--- src/hdl/sha1c_pkg.sv ---
// Types, constants and round functions shared by the SHA-1 compression pipeline.
package sha1c_pkg;

   localparam int unsigned ROUNDS = 80;
   localparam int unsigned ROUND_IDX_W = 7;

   localparam logic [31:0] K_CHOOSE = 32'h5A827999;
   localparam logic [31:0] K_PARITY_LO = 32'h6ED9EBA1;
   localparam logic [31:0] K_MAJORITY = 32'h8F1BBCDC;
   localparam logic [31:0] K_PARITY_HI = 32'hCA62C1D6;

   typedef struct packed {
      logic [63:0] words_00_01;
      logic [63:0] words_02_03;
      logic [63:0] words_04_05;
      logic [63:0] words_06_07;
      logic [63:0] words_08_09;
      logic [63:0] words_10_11;
      logic [63:0] words_12_13;
      logic [63:0] words_14_15;
      logic [63:0] chain_in_ab;
      logic [63:0] chain_in_cd;
      logic [31:0] chain_in_e;
   } req_word_type;

   typedef struct packed {
      logic [63:0] chain_out_ab;
      logic [63:0] chain_out_cd;
      logic [31:0] chain_out_e;
   } rsp_word_type;

   // One pipeline stage: working variables, the precomputed e + K + W term for
   // the coming round, the sixteen-word schedule window and the chaining input.
   typedef struct packed {
      logic [31:0] a;
      logic [31:0] b;
      logic [31:0] c;
      logic [31:0] d;
      logic [31:0] e;
      logic [31:0] pre;
      logic [15:0][31:0] w;
      logic [4:0][31:0] h;
   } stage_type;

   function automatic logic [31:0] round_k(input logic [ROUND_IDX_W-1:0] idx);
      logic [31:0] k;
      case (idx) inside
         [7'd0:7'd19]:  k = K_CHOOSE;
         [7'd20:7'd39]: k = K_PARITY_LO;
         [7'd40:7'd59]: k = K_MAJORITY;
         default:       k = K_PARITY_HI;
      endcase
      return k;
   endfunction

   function automatic logic [31:0] mix_fn(input logic [ROUND_IDX_W-1:0] idx,
                                          input logic [31:0] x,
                                          input logic [31:0] y,
                                          input logic [31:0] z);
      logic [31:0] f;
      case (idx) inside
         [7'd0:7'd19]:  f = z ^ (x & (y ^ z));
         [7'd40:7'd59]: f = (x & y) | (z & (x ^ y));
         default:       f = x ^ y ^ z;
      endcase
      return f;
   endfunction

endpackage

--- src/hdl/sha1c_round.sv ---
// One registered SHA-1 round with its message schedule step.
module sha1c_round
   import sha1c_pkg::*;
(
   input  logic                   clock,
   input  logic                   reset,
   input  logic                   advance,
   input  logic [ROUND_IDX_W-1:0] round_idx,
   input  logic                   valid_in,
   input  stage_type              stage_in,
   output logic                   valid_out,
   output stage_type              stage_out
);

   logic                   valid_ff;
   stage_type              stage_ff;
   stage_type              stage_in_nxt;
   logic [ROUND_IDX_W-1:0] next_idx;
   logic [31:0]            rot_a;
   logic [31:0]            sched_x;

   assign next_idx = round_idx + 7'd1;
   assign rot_a    = {stage_in.a[26:0], stage_in.a[31:27]};
   assign sched_x  = stage_in.w[13] ^ stage_in.w[8] ^ stage_in.w[2] ^ stage_in.w[0];

   always_comb begin
      stage_in_nxt   = stage_in;
      stage_in_nxt.a = rot_a + mix_fn(round_idx, stage_in.b, stage_in.c, stage_in.d)
                       + stage_in.pre;
      stage_in_nxt.b = stage_in.a;
      stage_in_nxt.c = {stage_in.b[1:0], stage_in.b[31:2]};
      stage_in_nxt.d = stage_in.c;
      stage_in_nxt.e = stage_in.d;
      // The next round's e is this round's d, so its sum can start now.
      stage_in_nxt.pre = stage_in.d + round_k(next_idx) + stage_in.w[1];
      for (int i = 0; i < 15; i++) begin
         stage_in_nxt.w[i] = stage_in.w[i+1];
      end
      stage_in_nxt.w[15] = {sched_x[30:0], sched_x[31]};
   end

   always_ff @(posedge clock) begin
      if (reset) begin
         valid_ff <= 1'b0;
      end else if (advance) begin
         valid_ff <= valid_in;
      end
   end

   always_ff @(posedge clock) begin
      if (advance) begin
         stage_ff <= stage_in_nxt;
      end
   end

   assign valid_out = valid_ff;
   assign stage_out = stage_ff;

endmodule

--- config.mk ---
export PLATFORM = sky130hd
export DESIGN_NAME = sha1c_round
export DESIGN_NICKNAME = d
export VERILOG_FILES = /design/src/hdl/sha1c_pkg.sv /design/src/hdl/sha1c_round.sv
export SDC_FILE = /design/constraint.sdc
export NUM_CORES = 1
export LEC_CHECK = 0
export BUFFER_PORTS_ARGS = -buffer_cell sky130_fd_sc_hd__buf_2
export CAP_MARGIN = 20
export CORE_AREA = 4 4 684 686
export CTS_CLUSTER_SIZE = 8
export DETAILED_ROUTE_END_ITERATION = 8
export DIE_AREA = 0 0 688 690
export GPL_ROUTABILITY_DRIVEN = 0
export PLACE_DENSITY_LB_ADDON = 0.25
export SYNTH_ARGS = -nofsm -noshare
export SYNTH_HDL_FRONTEND = slang
export SYNTH_SLANG_ARGS = --single-unit
--- constraint.sdc ---
create_clock -name clock -period 9 [get_ports clock]
set_input_delay 1.8 -clock clock [delete_from_list [all_inputs] [get_ports clock]]
set_output_delay 1.8 -clock clock [all_outputs]
set_load 0.05 [all_outputs]
==> run summary <==
Status = complete, no violations
Worst Slack Setup Final = 2.47 ns
Leak Pwr = 20.8 nW
Setup bufs post-CTS = 0
Met2 usage = 21.6%
Vias in the first global route = 25,900
Cell Area, Synth = 33,200 um^2
F_max = 0.153 GHz
Min Tclk post-route = 6.53 ns
Longest Clk Path Bufs = 4
Setup Skew = 0 ns
Die H = 690 um
Final wirelength = 317 mm
Syn Area/Cell = 19.0 um^2
Overflow after GRT = 0
Syn_nets = 2,783
GR Layer Usage met3 = 6.22%
Switch Pwr = 5.63 mW
DP Area = 49,700 um^2
Nets@finish = 4,642
Initial antenna violation count = 302
Count leader, synth = edfxtp_1
Resize count post-CTS = 0
TritonCTS clock tree = done
Rel. slew slack = 25.2%
Bufs and invs on worst path = 4
Yosys top cell area share = 78.1%
Total design power = 14.7 mW
Crit. Startpoint = round_idx[0]
# setup viols final = 0
Hold buffers post-CTS = 0
Post-synthesis sequential area ratio = 78.1%
Cell family with most CP delay = compound AO/OA/AOI/OAI gates
Pint = 9.02 mW
# placed instances = 9,635
Drt first pass iters = 5
Most instantiated cells after synthesis = 864 x edfxtp_1, 107 x xnor2_1, 105 x inv_1, 88 x fa_1, 82 x a21oi_1
PD cells = 271 nW/um^2
Wire length per cell = 32.0 um
Crit path max-delay cell type = a31oi_2
Sequential cell area = 26,000 um^2
Post-route ant nets = 0
Crit start category = input port
Final instance area = 54,100 um^2
Flop pwr share = 35.2%
Row cnt = 250
FILL cells = 52,600
First-pass GRT wire length = 375 mm
Busiest layer in global routing = met2
Final TNS setup = 0 ns
Peak VDD IR = 0.139 mV
Final Max Tran Viols = 0
Critical hold path startpoint = valid_out
Synth cell types = 60
Worst Path Max Fanout = 6
Total core area = 462,000 um^2
Clk network pwr share = 36.3%
Ports = 1,740
Largest area contributor in the netlist = edfxtp_1
Multi-input gate area = 6810 um^2
DR vias/cell = 2.62
DR iter-0 viols = 2,053
Primary FF master, synth = edfxtp_1
CTS buffer count = 144
Sw Share = 38.4%
Ys Warns = 0
Post-DP HPWL = 280 mm
Final std cells w/o fill = 9,900
Slew @ Worst Pin = 1.11 ns
Final hold violations = 0
Met1 GRT Util = 14.4%
GRT Overall Usage = 12.8%
Place WS = 1.47 ns
Final worst-path cycle share = 72.6%
Port buffer count = 1,707
Worst path cell trace = buf_2, inv_1, ha_1, nor3b_1, nand2_1, nand4_1, a21o_1, inv_2, nor2_2, nand2_1, inv_2, fa_1, ha_1, a21o_1, and4_1, o21ai_1, nand4_1, a31oi_2, o2111ai_1, a311oi_2, xnor2_1
Cell count after synthesis = 1,748
Clk sinks = 865
Asr flop ratio synth = 0%
CP Class = input port to flip-flop
CP Capture Type = flip-flop
Clock root cell = clkbuf_16
Hold Crit Class = flip-flop to flip-flop
EDFF count, synth = 864
Post-layout util = 11.7%
Synth top area cells = edfxtp_1 78%, fa_1 5.3%, xnor2_1 2.8%, ha_1 2.7%, xor2_1 1.5%
Die outline area = 475,000 um^2
H-tree levels = 4
Clk Latency, worst-skew pair = 0.80 ns
Crit path DAT = 7.07 ns
Worst hold slack = 0.492 ns
Share of layout cells above drive strength 1 = 52.7%
Via Count = 25,900
Comb pwr share = 28.5%
FF+latch count, synth = 865
Largest net degree at the start of global routing = 144
Layout area overhead = 62.7%
DRC = 0
CP max stage delay = 0.60 ns
Max_cap viols = 0
Clock-pin slew on the worst setup and hold paths = 0.06 ns
Required @ worst endpoint = 9.54 ns
FF-to-FF Start = valid_out
Initial Util = 7.19%
Unrepaired setup endpoints after global routing = no
Die X = 688 um
-- layout make-up --
cell class | instances | share of cell area [%]
antenna | 60 | 0.278
clock buffer | 167 | 6.88
clock inverter | 38 | 0.898
inverter | 107 | 0.743
multi-input combinational | 758 | 12.6
sequential | 865 | 48.0
tap | 6174 | 14.3
timing repair buffer | 1731 | 16.3
-- flip-flops by register name (all words and copies together), names as in the netlist --
| name | cells |
|---|---|
| stage_out | 864 |
| valid_out | 1 |
-- cell usage in the layout (no fill, tap or decap), types with 9 or more instances in the layout --
cell type	count
nor2b_1	18
mux2i_1	34
a211oi_1	26
nor3_1	9
xnor2_1	107
a21o_1	26
diode_2	60
nand2b_1	9
edfxtp_1	864
clkbuf_1	21
buf_4	17
buf_2	1706
nand2_1	45
xor2_1	56
fa_1	88
clkbuf_16	145
nor2_1	41
a21oi_1	82
nand3_1	20
ha_1	72
inv_1	105
o21ai_0	29
-- routing by layer --
metal,share of wire (%),wire length [um]
met1,38,119000
met3,12,36800
met2,47,150000
met5,0.19,599
met4,3.2,10100
-- worst min-delay path, cell delays in order (launching register included) --
cell	delay [ns]
dfxtp_1	0.32
mux2i_1	0.07
nor2_1	0.07
-- path summary, 6_finish.rpt --
| kind | endpoint | slack (ns) | depth (start not counted) |
|---|---|---|---|
| max | stage_out[702] | 2.47 | 21 |
| min | valid_out | 0.49 | 2 |
| max reg2reg | valid_out | 8.42 | 2 |
| min reg2reg | valid_out | 0.49 | 2 |
-- power by group through the flow --
stage / logic (mW) / clock network [mW] / registers [mW]
floorplan: 0.829 / 0 / 6.68
global placement: 4.30 / 0 / 5.24
detailed placement: 4.29 / 0 / 5.23
CTS: 4.31 / 5.64 / 5.17
global route: 4.42 / 5.75 / 5.20
finish: 4.17 / 5.33 / 5.16
-- cells by family after synthesis --
family	Yosys count	share of synthesized area (%)
DFF	865	78.1
AOI/OAI and AO/OA	225	4.42
xor gates and xnor gates	163	4.30
muxes	39	1.19
and+or+nand+nor	171	2.53
adders and majority gates	160	8.01
buffers and inverters	125	1.43
Note: power is estimated with default switching activity, not from simulation.
